--- src/rtl/core/esp_pkg.sv ---
// Shared types, constants and helpers of the ESC pulse generator.
package esp_pkg;

  localparam int unsigned CHANNELS_DEF = 4;
  localparam int unsigned IO_CH        = 4;
  localparam int unsigned DEMAND_W     = 16;
  localparam int unsigned THR_W        = 8;
  localparam int unsigned CNT_W        = 16;
  localparam int unsigned CFG_IDX_W    = 2;
  localparam int unsigned CFG_DATA_W   = 16;

  localparam logic [THR_W-1:0] HIGH_VALUE_RST = 8'd200;
  localparam logic [CNT_W-1:0] BASE_TICKS_RST = 16'd280;
  localparam logic [CNT_W-1:0] MIN_PERIOD_RST = 16'd2500;
  localparam logic [CNT_W-1:0] TSS_MAX        = 16'hffff;

  localparam logic [CFG_IDX_W-1:0] CFG_HIGH_VALUE = 2'd0;
  localparam logic [CFG_IDX_W-1:0] CFG_BASE_TICKS = 2'd1;
  localparam logic [CFG_IDX_W-1:0] CFG_MIN_PERIOD = 2'd2;

  typedef enum logic [1:0] {
    PH_IDLE = 2'd0,
    PH_PAD  = 2'd1,
    PH_BASE = 2'd2,
    PH_MOD  = 2'd3
  } phase_t;

  typedef struct packed {
    logic [THR_W-1:0] high_value;
    logic [CNT_W-1:0] base_ticks;
    logic [CNT_W-1:0] min_period;
  } cfg_t;

  typedef struct packed {
    logic                          cmd;
    logic [IO_CH-1:0][DEMAND_W-1:0] throttle;
  } item_t;

  typedef struct packed {
    logic [IO_CH-1:0] pulse;
    logic             busy;
    logic             done;
    logic             ignored;
  } result_t;

  // Negative demand -> 0, above the limit -> limit.
  function automatic logic [THR_W-1:0] clamp_demand(input logic [DEMAND_W-1:0] raw,
                                                    input logic [THR_W-1:0]    limit);
    logic [THR_W-1:0] res;
    if (raw[DEMAND_W-1]) begin
      res = '0;
    end else if (raw > {{(DEMAND_W-THR_W){1'b0}}, limit}) begin
      res = limit;
    end else begin
      res = raw[THR_W-1:0];
    end
    return res;
  endfunction

endpackage

--- src/rtl/core/esp_in_stage.sv ---
// Input register stage of the ESC pulse generator.
module esp_in_stage (
  input  logic          clk,
  input  logic          rst,
  input  logic          in_valid,
  output logic          in_ready,
  input  esp_pkg::item_t in_item,
  input  logic          take,
  output logic          s_valid,
  output esp_pkg::item_t s_item
);
  import esp_pkg::*;

  assign in_ready = !s_valid || take;

  always_ff @(posedge clk) begin
    if (rst) begin
      s_valid <= 1'b0;
    end else if (in_ready) begin
      s_valid <= in_valid;
    end
  end

  always_ff @(posedge clk) begin
    if (in_ready && in_valid) begin
      s_item <= in_item;
    end
  end

endmodule

--- src/rtl/core/esp_frame_ctrl.sv ---
// Frame sequencer: phase, tick counters, latched throttles and output levels.
module esp_frame_ctrl #(
  parameter int unsigned CHANNELS = esp_pkg::CHANNELS_DEF
) (
  input  logic             clk,
  input  logic             rst,
  input  esp_pkg::cfg_t    cfg,
  input  logic             take,
  input  esp_pkg::item_t   item,
  output esp_pkg::result_t res
);
  import esp_pkg::*;

  phase_t             phase, phase_next;
  logic [CNT_W-1:0]   step, step_next;
  logic [CNT_W-1:0]   tss, tss_next, tss_inc;
  logic [THR_W-1:0]   thr      [CHANNELS];
  logic [THR_W-1:0]   thr_next [CHANNELS];
  logic [THR_W-1:0]   thr_in   [CHANNELS];
  logic [CHANNELS-1:0] level, level_next;
  logic               begin_frame;
  logic               done;
  logic               ignored;

  for (genvar k = 0; k < CHANNELS; k++) begin : g_thr_in
    if (k < IO_CH) begin : g_io
      assign thr_in[k] = clamp_demand(item.throttle[k], cfg.high_value);
    end else begin : g_none
      assign thr_in[k] = '0;
    end
  end

  assign tss_inc = (tss == TSS_MAX) ? tss : tss + CNT_W'(1);

  always_ff @(posedge clk) begin
    if (rst) begin
      phase <= PH_IDLE;
      step  <= '0;
      tss   <= TSS_MAX;
      level <= '0;
      for (int k = 0; k < CHANNELS; k++) begin
        thr[k] <= '0;
      end
    end else if (take) begin
      phase <= phase_next;
      step  <= step_next;
      tss   <= tss_next;
      level <= level_next;
      for (int k = 0; k < CHANNELS; k++) begin
        thr[k] <= thr_next[k];
      end
    end
  end

  always_comb begin
    phase_next  = phase;
    step_next   = step;
    tss_next    = tss;
    level_next  = level;
    thr_next    = thr;
    begin_frame = 1'b0;
    done        = 1'b0;
    ignored     = 1'b0;

    if (item.cmd) begin
      if (phase != PH_IDLE) begin
        ignored = 1'b1;
      end else begin
        thr_next = thr_in;
        if (tss >= cfg.min_period) begin
          begin_frame = 1'b1;
        end else begin
          phase_next = PH_PAD;
        end
      end
    end else begin
      tss_next = tss_inc;
      unique case (phase)
        PH_IDLE: ;
        PH_PAD: begin
          if (tss_inc >= cfg.min_period) begin
            begin_frame = 1'b1;
          end
        end
        PH_BASE: begin
          step_next = step + CNT_W'(1);
          if (step_next >= cfg.base_ticks) begin
            step_next  = '0;
            phase_next = PH_MOD;
          end
        end
        PH_MOD: begin
          for (int k = 0; k < CHANNELS; k++) begin
            if ({{(CNT_W-THR_W){1'b0}}, thr[k]} == step) begin
              level_next[k] = 1'b0;
            end
          end
          if (step >= {{(CNT_W-THR_W){1'b0}}, cfg.high_value}) begin
            level_next = '0;
            step_next  = '0;
            phase_next = PH_IDLE;
            done       = 1'b1;
          end else begin
            step_next = step + CNT_W'(1);
          end
        end
        default: ;
      endcase
    end

    if (begin_frame) begin
      level_next = '1;
      tss_next   = '0;
      step_next  = '0;
      phase_next = (cfg.base_ticks == '0) ? PH_MOD : PH_BASE;
    end
  end

  for (genvar k = 0; k < IO_CH; k++) begin : g_pulse
    if (k < CHANNELS) begin : g_used
      assign res.pulse[k] = level_next[k];
    end else begin : g_unused
      assign res.pulse[k] = 1'b0;
    end
  end

  assign res.busy    = (phase_next != PH_IDLE);
  assign res.done    = done;
  assign res.ignored = ignored;

endmodule

--- src/rtl/core/esp_out_reg.sv ---
// Result register of the ESC pulse generator.
module esp_out_reg (
  input  logic             clk,
  input  logic             rst,
  input  logic             load,
  input  esp_pkg::result_t res_in,
  output logic             can_load,
  output logic             out_valid,
  input  logic             out_ready,
  output esp_pkg::result_t res
);
  import esp_pkg::*;

  assign can_load = !out_valid || out_ready;

  always_ff @(posedge clk) begin
    if (rst) begin
      out_valid <= 1'b0;
    end else if (can_load) begin
      out_valid <= load;
    end
  end

  always_ff @(posedge clk) begin
    if (load) begin
      res <= res_in;
    end
  end

endmodule

--- src/rtl/core/esc_servo_pulse_generator_core.sv ---
// An accepted word passes the input register, then the result register; it waits while that is full.
// Throughput: one word per cycle while out_ready stays high; each word is a tick or a start.
// The per-word update is one compare/increment pass of the frame sequencer.
// Reset (rst, synchronous): idle, channel levels low, out_valid low, elapsed-tick count saturated,
// registers to high_value 200, base_ticks 280, min_period_ticks 2500.
module esc_servo_pulse_generator_core #(
  parameter int unsigned CHANNELS = esp_pkg::CHANNELS_DEF
) (
  input  logic                              clk,
  input  logic                              rst,
  // input words
  input  logic                              in_valid,
  output logic                              in_ready,
  input  logic                              cmd,
  input  logic signed [esp_pkg::DEMAND_W-1:0] throttle_a,
  input  logic signed [esp_pkg::DEMAND_W-1:0] throttle_b,
  input  logic signed [esp_pkg::DEMAND_W-1:0] throttle_c,
  input  logic signed [esp_pkg::DEMAND_W-1:0] throttle_d,
  // result words
  output logic                              out_valid,
  input  logic                              out_ready,
  output logic                              pulse_a,
  output logic                              pulse_b,
  output logic                              pulse_c,
  output logic                              pulse_d,
  output logic                              busy_res,
  output logic                              frame_done,
  output logic                              start_ignored,
  // register writes
  input  logic                              cfg_valid,
  output logic                              cfg_ready,
  input  logic [esp_pkg::CFG_IDX_W-1:0]     cfg_index,
  input  logic [esp_pkg::CFG_DATA_W-1:0]    cfg_data
);
  import esp_pkg::*;

  cfg_t    cfg;
  item_t   in_item;
  item_t   s_item;
  logic    s_valid;
  logic    take;
  logic    can_load;
  result_t res_next;
  result_t res;

  // Register writes always land at once; the user must issue them only while idle (not enforced here).
  assign cfg_ready = 1'b1;

  always_ff @(posedge clk) begin
    if (rst) begin
      cfg.high_value <= HIGH_VALUE_RST;
      cfg.base_ticks <= BASE_TICKS_RST;
      cfg.min_period <= MIN_PERIOD_RST;
    end else if (cfg_valid && cfg_ready) begin
      unique case (cfg_index)
        CFG_HIGH_VALUE: cfg.high_value <= cfg_data[THR_W-1:0];
        CFG_BASE_TICKS: cfg.base_ticks <= cfg_data;
        CFG_MIN_PERIOD: cfg.min_period <= cfg_data;
        default: ;  // unknown index: dropped
      endcase
    end
  end

  // Field k of the word goes to channel k.
  assign in_item.cmd         = cmd;
  assign in_item.throttle[0] = throttle_a;
  assign in_item.throttle[1] = throttle_b;
  assign in_item.throttle[2] = throttle_c;
  assign in_item.throttle[3] = throttle_d;

  esp_in_stage u_in (
    .clk      (clk),
    .rst      (rst),
    .in_valid (in_valid),
    .in_ready (in_ready),
    .in_item  (in_item),
    .take     (take),
    .s_valid  (s_valid),
    .s_item   (s_item)
  );

  // A held word is processed as soon as the result register has room.
  assign take = s_valid && can_load;

  esp_frame_ctrl #(
    .CHANNELS (CHANNELS)
  ) u_ctrl (
    .clk  (clk),
    .rst  (rst),
    .cfg  (cfg),
    .take (take),
    .item (s_item),
    .res  (res_next)
  );

  esp_out_reg u_out (
    .clk       (clk),
    .rst       (rst),
    .load      (take),
    .res_in    (res_next),
    .can_load  (can_load),
    .out_valid (out_valid),
    .out_ready (out_ready),
    .res       (res)
  );

  assign pulse_a       = res.pulse[0];
  assign pulse_b       = res.pulse[1];
  assign pulse_c       = res.pulse[2];
  assign pulse_d       = res.pulse[3];
  assign busy_res      = res.busy;
  assign frame_done    = res.done;
  assign start_ignored = res.ignored;

endmodule

--- config.mk ---
export PLATFORM = sky130hd
export DESIGN_NAME = esc_servo_pulse_generator_core
export DESIGN_NICKNAME = d
export VERILOG_FILES = /design/src/rtl/core/esp_pkg.sv /design/src/rtl/core/esp_in_stage.sv /design/src/rtl/core/esp_frame_ctrl.sv /design/src/rtl/core/esp_out_reg.sv /design/src/rtl/core/esc_servo_pulse_generator_core.sv
export SDC_FILE = /design/constraint.sdc
export NUM_CORES = 1
export LEC_CHECK = 0
export ABC_AREA = 1
export BUFFER_PORTS_ARGS = -buffer_cell sky130_fd_sc_hd__buf_2
export CORE_UTILIZATION = 60
export DETAILED_ROUTE_END_ITERATION = 6
export PLACE_DENSITY = 0.81
export SLEW_MARGIN = 20
export SYNTH_ARGS = -nofsm -noshare
export SYNTH_HDL_FRONTEND = slang
export SYNTH_SLANG_ARGS = --single-unit
--- constraint.sdc ---
create_clock -name clk -period 5.95 [get_ports clk]
set_clock_uncertainty 0.15 [all_clocks]
set_input_delay 0 -clock clk [delete_from_list [all_inputs] [get_ports clk]]
set_output_delay 0 -clock clk [all_outputs]
set_load 0.01 [all_outputs]
==> results.toml, run 1 <==
[synth]
yosys_warnings = 0
synthSimpleGateAreaFrac = 0.242
netlist_area_um2 = 10400
synth_common_cells = "nand2_1 (260), inv_1 (155), a21oi_1 (113), dfxtp_1 (112), nand3_1 (108)"
yosysMostFrequentCell = "nand2_1"
syn_avg_cell_area_um2 = 8.12
yosys-top-cells-area = "dfxtp_1 (22%), edfxtp_1 (21%), ha_1 (11%)"
synth_edf_count = 72
yosysTopAreaCell = "dfxtp_1"
synth-seq-area-share = 0.424
synthAdderAreaFrac = 0.108
ys_seq_elements = 184
synth_mux_area_frac = 0
synth_xor_area_frac = 0.0345
async_reset_ff_frac = 0
ys.flop_type = "dfxtp_1"
synth_top_family_by_area = "simple AND/OR/NAND/NOR gates"
postSynthCellCount = 1281
synth_compound_area_frac = 0.111
ys_types = 49
synth_nets = 1459
synth_top_area_frac = 0.216

[floorplanning]
rows = 47
initial_utilization = 0.620
fp.dieH_um = 134
io_pins = 98
die_area_um2 = 17900
die_x_um = 134
design.core.area_um2 = 16800

[global_routing]
antenna_found_initial = 0
grt_pass1_vias = 8995
grt_pass1_wl_um = 43100
grt_max_degree = 78
grt_util_all_layers = 0.307
overflow = 0

[timing]
fin_ws_ns = 2.16
slew_headroom = 0.447
worstMarginPinSlew_ns = 0.828
hold_violations = 0
tns_ns = 0
period_share = 0.638
setup_violations = 0
min_period_ns = 3.79
rsz0062_at_grt = "no"
fin_hold_ws_ns = 0.115
timing.fmax_mhz = 264
maxSlewViolCount = 0

[routing]
top_layer_used = "met4"
wl_met3_um = 1650
via_count = 9445
first_pass_iters = 6
avgRoutedWirePerCell_um = 15.8
wl_met2_um = 13100
wirelength_um = 26600
drt_iter0_drc = 771
antenna_left = 0
drc = 0
routed_via_density = 5.60
wirelength_met1_um = 11100

[worst_setup_path]
startpoint_type = "flip-flop"
max_stage_delay_ns = 0.45
path_max_fanout = 27
reg2regPathDepth = 19
cp.required_ns = 6.17
crit_chain = "ha_1, nand2_1, nor3_4, nand4_1, nor2_1, nor2_1, xor2_1, ha_1, a21oi_1, a21oi_1, nor2_1, nand3_1, nand2_1, nand3_2, nand2_2, inv_1, nand2_1, nand2_1, nor2_1"
r2r_end = "u_ctrl.step[1]"
r2r_slack_ns = 2.16
slowest_stage = "dfxtp_1"
cp.arrival_ns = 4.02
cp-end-kind = "flip-flop"
worstSetupPathType = "reg2reg"
reg2reg_from = "u_ctrl.tss[0]"

[clock_tree]
cts_tree = "yes"
cts_root_buf = "clkbuf_16"
clkLatencyLatePin_ns = 0.43
clockBufferDepth = 2
cts_buffers = 17
cts_sinks = 184
cts.clk_slew.worst_paths_ns = 0.07
htree_levels = 4

[cells_and_area]
fin_area_um2 = 12500
drive_above_1_share = 0.121
insertedDiodeCount = 0
area_growth_pct = 19.9
fin_nets = 1632
instances_no_fill = 1687

[power_and_ir_drop]
p_leak_nw = 5.80
power_density_nw_per_um2 = 253
ir_drop_mv = 0.240

[placement]
placed_cell_area_um2 = 11000
place_congestion = 0.910
dp_slack_ns = 2.27
place_hpwl_um = 17300
io_buffers = 96
placed_cells = 1560

[hold_path]
holdPathEnd = "u_in.s_item[30]"
hold_path.class = "in2reg"
worstHoldStart = "throttle_b[14]"
holdPathStages = 2

[run_status]
status = "complete, no violations"

[run]
maxCapViolations = 0
-- layer usage --
layer	vias up	GRT usage
met5	-	0
met4	0	0.120
met3	59	0.0548
met2	362	0.535
met1	4365	0.375
li1	4659	-
-- state kept, by name, summed over array words and instances, names as in the netlist, 2 cells and up --
signal,cells
u_ctrl.level,4
u_in.s_item,65
u_ctrl.tss,16
u_ctrl.step,16
cfg,40
u_ctrl.phase,2
u_ctrl.thr,32
u_out.res,7
-- metrics by stage --
stage | utilization | total power [mW]
finish | 0.744 | 3.15
global route | 0.744 | 3.30
floorplan | - | 1.89
CTS | 0.744 | 3.14
detailed placement | 0.655 | 2.05
global placement | 0.655 | 2.03
-- where the power goes --
part / switching, mW / total (mW) / internal [mW]
Sequential: 0.0580 / 1.44 / 1.38
Combinational: 0.395 / 0.652 / 0.257
Clock: 0.499 / 1.06 / 0.562
Total: 0.952 / 3.15 / 2.20
-- cells by family (layout without fill, tap and decap cells) --
group / Yosys count / after routing
AO/OA/AOI/OAI: 205 / 205
adder cells (fa/ha/maj): 90 / 90
buffers and inverters: 205 / 391
other: 1 / 1
AND/OR/NAND/NOR: 555 / 555
XOR/XNOR: 41 / 41
flip-flops: 184 / 184
-- layout make-up --
type	count	area, um^2
timing repair buffer	194	1450
tap	220	275
inverter	165	619
clock buffer	20	457
sequential	184	4400
clock inverter	12	90.1
fill	1245	4290
multi-input combinational	892	5170
-- placed cells by master, fill, tap and decap left out, types with 17 or more instances in the layout --
cell	count
xor2_1	38
nand3_1	108
ha_1	90
nor2_1	84
o211ai_1	19
buf_2	96
edfxtp_1	72
dfxtp_1	112
a21oi_1	113
nand2_1	260
dlygate4sd3_1	95
nor3_1	18
inv_1	154
clkbuf_16	17
o21ai_0	43
nand4_1	39
-- how the worst max path moves through the flow --
| stage | depth (start not counted) | to | slack, ns | startpoint |
|---|---|---|---|---|
| finish | 19 | u_ctrl.step[1] | 2.16 | u_ctrl.tss[0] |
| global route | 21 | u_ctrl.step[1] | 1.81 | u_ctrl.tss[0] |
| CTS | 19 | u_ctrl.step[1] | 2.22 | u_ctrl.tss[0] |
| detailed placement | 19 | u_ctrl.step[1] | 2.27 | u_ctrl.tss[0] |
| global placement | 23 | u_ctrl.step[1] | 2.43 | u_ctrl.tss[0] |
| floorplan | 20 | u_ctrl.step[4] | 2.96 | u_ctrl.tss[0] |
-- worst max-delay path, delay by kind of cell (launching register included) --
kind | cells | cell delay [ns]
flops | 1 | 0.45
simple gates | 13 | 1.92
xor+xnor | 1 | 0.15
buf+inv | 1 | 0.22
compound gates | 2 | 0.27
fa+ha+maj | 2 | 0.56
-- what timing repair did --
item / in CTS / in global routing
gates resized for setup: 0 / 0
hold buffers: 95 / 0
setup buffers: 0 / 0
endpoints found under the hold margin: 141 / 0
endpoints found under the setup margin: 0 / 0
Power figures use the tool's default switching activity.
==> run 2, diff against run 1 <==
Clock period 5.95 ns to 3.55 ns, I/O delays scaled along.
==> results.toml, run 2 (same netlist as run 1, synthesis figures left out) <==
[routing]
wl_met3_um = 1630
wirelength_met1_um = 11300
first_pass_iters = 5
antenna_left = 0
top_layer_used = "met4"
avgRoutedWirePerCell_um = 16.2
via_count = 9548
drc = 0
wl_met2_um = 13800
drt_iter0_drc = 750
routed_via_density = 5.60
wirelength_um = 27600

[worst_setup_path]
cp.arrival_ns = 3.45
crit_chain = "ha_4, nand2_2, nor3_4, nand4_1, nor2_1, nor2_1, xor2_1, ha_1, nand2_1, inv_1, nand3_1, nor2_1, nand3_1, nand3_1, nand2_2, nand2_4, inv_2, buf_12, nand4_1, nand3_1"
startpoint = "u_ctrl.tss[0]"
cp.required_ns = 3.68
r2r_end = "u_ctrl.tss[2]"
reg2regPathDepth = 20
r2r_slack_ns = 0.22
max_stage_delay_ns = 0.39
path_max_fanout = 24
cp-end-kind = "flip-flop"
reg2reg_from = "u_ctrl.tss[0]"
crit_path_end = "u_ctrl.tss[2]"
startpoint_type = "flip-flop"
cp_common_cell = "nand3_1"
slowest_stage = "dfxtp_1"
worstSetupPathType = "reg2reg"

[global_routing]
overflow = 0
grt_pass1_wl_um = 44100
grt_pass1_vias = 9251
grt_max_degree = 78
antenna_found_initial = 0
grt_util_all_layers = 0.313

[cells_and_area]
fin_area_um2 = 12700
fillers = 1191
top_register = "u_in.s_item"
fin_nets = 1651
insertedDiodeCount = 0
drive_above_1_share = 0.133
top_regs = "u_in.s_item x65, cfg x40, u_ctrl.thr x32"
seq_area_um2 = 4410
largest_register_ffs = 65
area_growth_pct = 22.2
mostFrequentLayoutCells = "nand2_1 (258), inv_1 (155), a21oi_1 (113)"
multi_input_area_um2 = 5190
layout_commonest_cell = "nand2_1"

[floorplanning]
design.core.area_um2 = 16800
initial_utilization = 0.620
fp.dieH_um = 134
die_area_um2 = 17900
rows = 47
io_pins = 98
die_x_um = 134

[power_and_ir_drop]
pwr-share-seq = 0.445
p_leak_nw = 5.93
ir_drop_mv = 0.428
pwr-share-clk = 0.339
p_sw_mw = 1.62
power_density_nw_per_um2 = 424
power.share.switching = 0.301
power_frac_comb = 0.216
intPower_mw = 3.77

[timing]
min_period_ns = 3.33
maxSlewViolCount = 0
rsz0062_at_grt = "no"
tns_ns = 0
hold_violations = 0
worstMarginPinSlew_ns = 0.842
timing.fmax_mhz = 300
setup_violations = 0
slew_headroom = 0.438
period_share = 0.938

[clock_tree]
cts.clk_slew.worst_paths_ns = 0.07
clkLatencyLatePin_ns = 0.43
cts_sinks = 184
cts_tree = "yes"
cts_buffers = 17
clockBufferDepth = 2
htree_levels = 4
post-cts-setup-buffers = 0
cts_root_buf = "clkbuf_16"

[placement]
placed_cell_area_um2 = 11100
place_congestion = 0.933
place_hpwl_um = 17600
io_buffers = 96

[hold_path]
hold_path.class = "in2reg"

[run_status]
status = "complete, no violations"

[run]
maxCapViolations = 0
## run 2: cell type report
cell class              count  share of cell area
multi-input cells         892               0.408
flip-flops and latches    184               0.347
repair buffers            213               0.130
inverters                 165              0.0488
clock buffers              18              0.0355
well taps                 220              0.0217
clock inverters            14             0.00886
## run 2: repair_timing
item,in CTS,in global routing
setup endpoints to repair,0,41
hold buffers,97,0
gates resized for setup,0,6
endpoints found under the hold margin,142,0
## run 2: worst min path at each step
stage	slack (ns)	end	cells past startpoint	startpoint
finish	0.12	u_in.s_item[43]	2	throttle_c[11]
global route	0.13	u_in.s_item[43]	2	throttle_c[11]
CTS	0.12	u_in.s_item[34]	2	throttle_c[2]
detailed placement	0.03	u_in.s_item[36]	1	throttle_c[4]
global placement	0.03	u_in.s_item[60]	1	throttle_d[12]
floorplan	-0.05	u_in.s_item[0]	0	throttle_a[0]
## run 2: metrics by stage
stage               hold slack [ns]   util  total power [mW]  cells  setup slack (ns)
floorplan                   -0.0511      -              3.18   1281             0.561
global placement             0.0259  0.665              3.45   1577             0.326
detailed placement           0.0281  0.665              3.48   1577             0.164
CTS                           0.115  0.757              5.35   1706             0.134
global route                  0.127  0.758              5.63   1706            0.0266
finish                        0.119  0.758              5.39   1706             0.222
## run 2: worst max-delay path, delay by kind of cell (launching register included)
| kind | cells | cell delay, ns |
|---|---|---|
| XOR/XNOR | 1 | 0.16 |
| AND/OR/NAND/NOR | 14 | 1.69 |
| adder cells (fa/ha/maj) | 2 | 0.48 |
| flip-flops | 1 | 0.39 |
| buffers and inverters | 3 | 0.29 |
## run 2: per-layer routing
metal | vias up | GRT usage
met3 | 71 | 0.0403
met1 | 4393 | 0.368
li1 | 4704 | -
met5 | - | 0
met2 | 380 | 0.569
met4 | 0 | 0.140
## run 2: power groups by stage
stage | registers, mW | clock network, mW | logic, mW
after floorplan | 2.42 | 0 | 0.753
after global placement | 2.44 | 0 | 1.01
after detailed placement | 2.44 | 0 | 1.04
after CTS | 2.39 | 1.83 | 1.13
after global routing | 2.41 | 1.91 | 1.30
final | 2.40 | 1.83 | 1.17
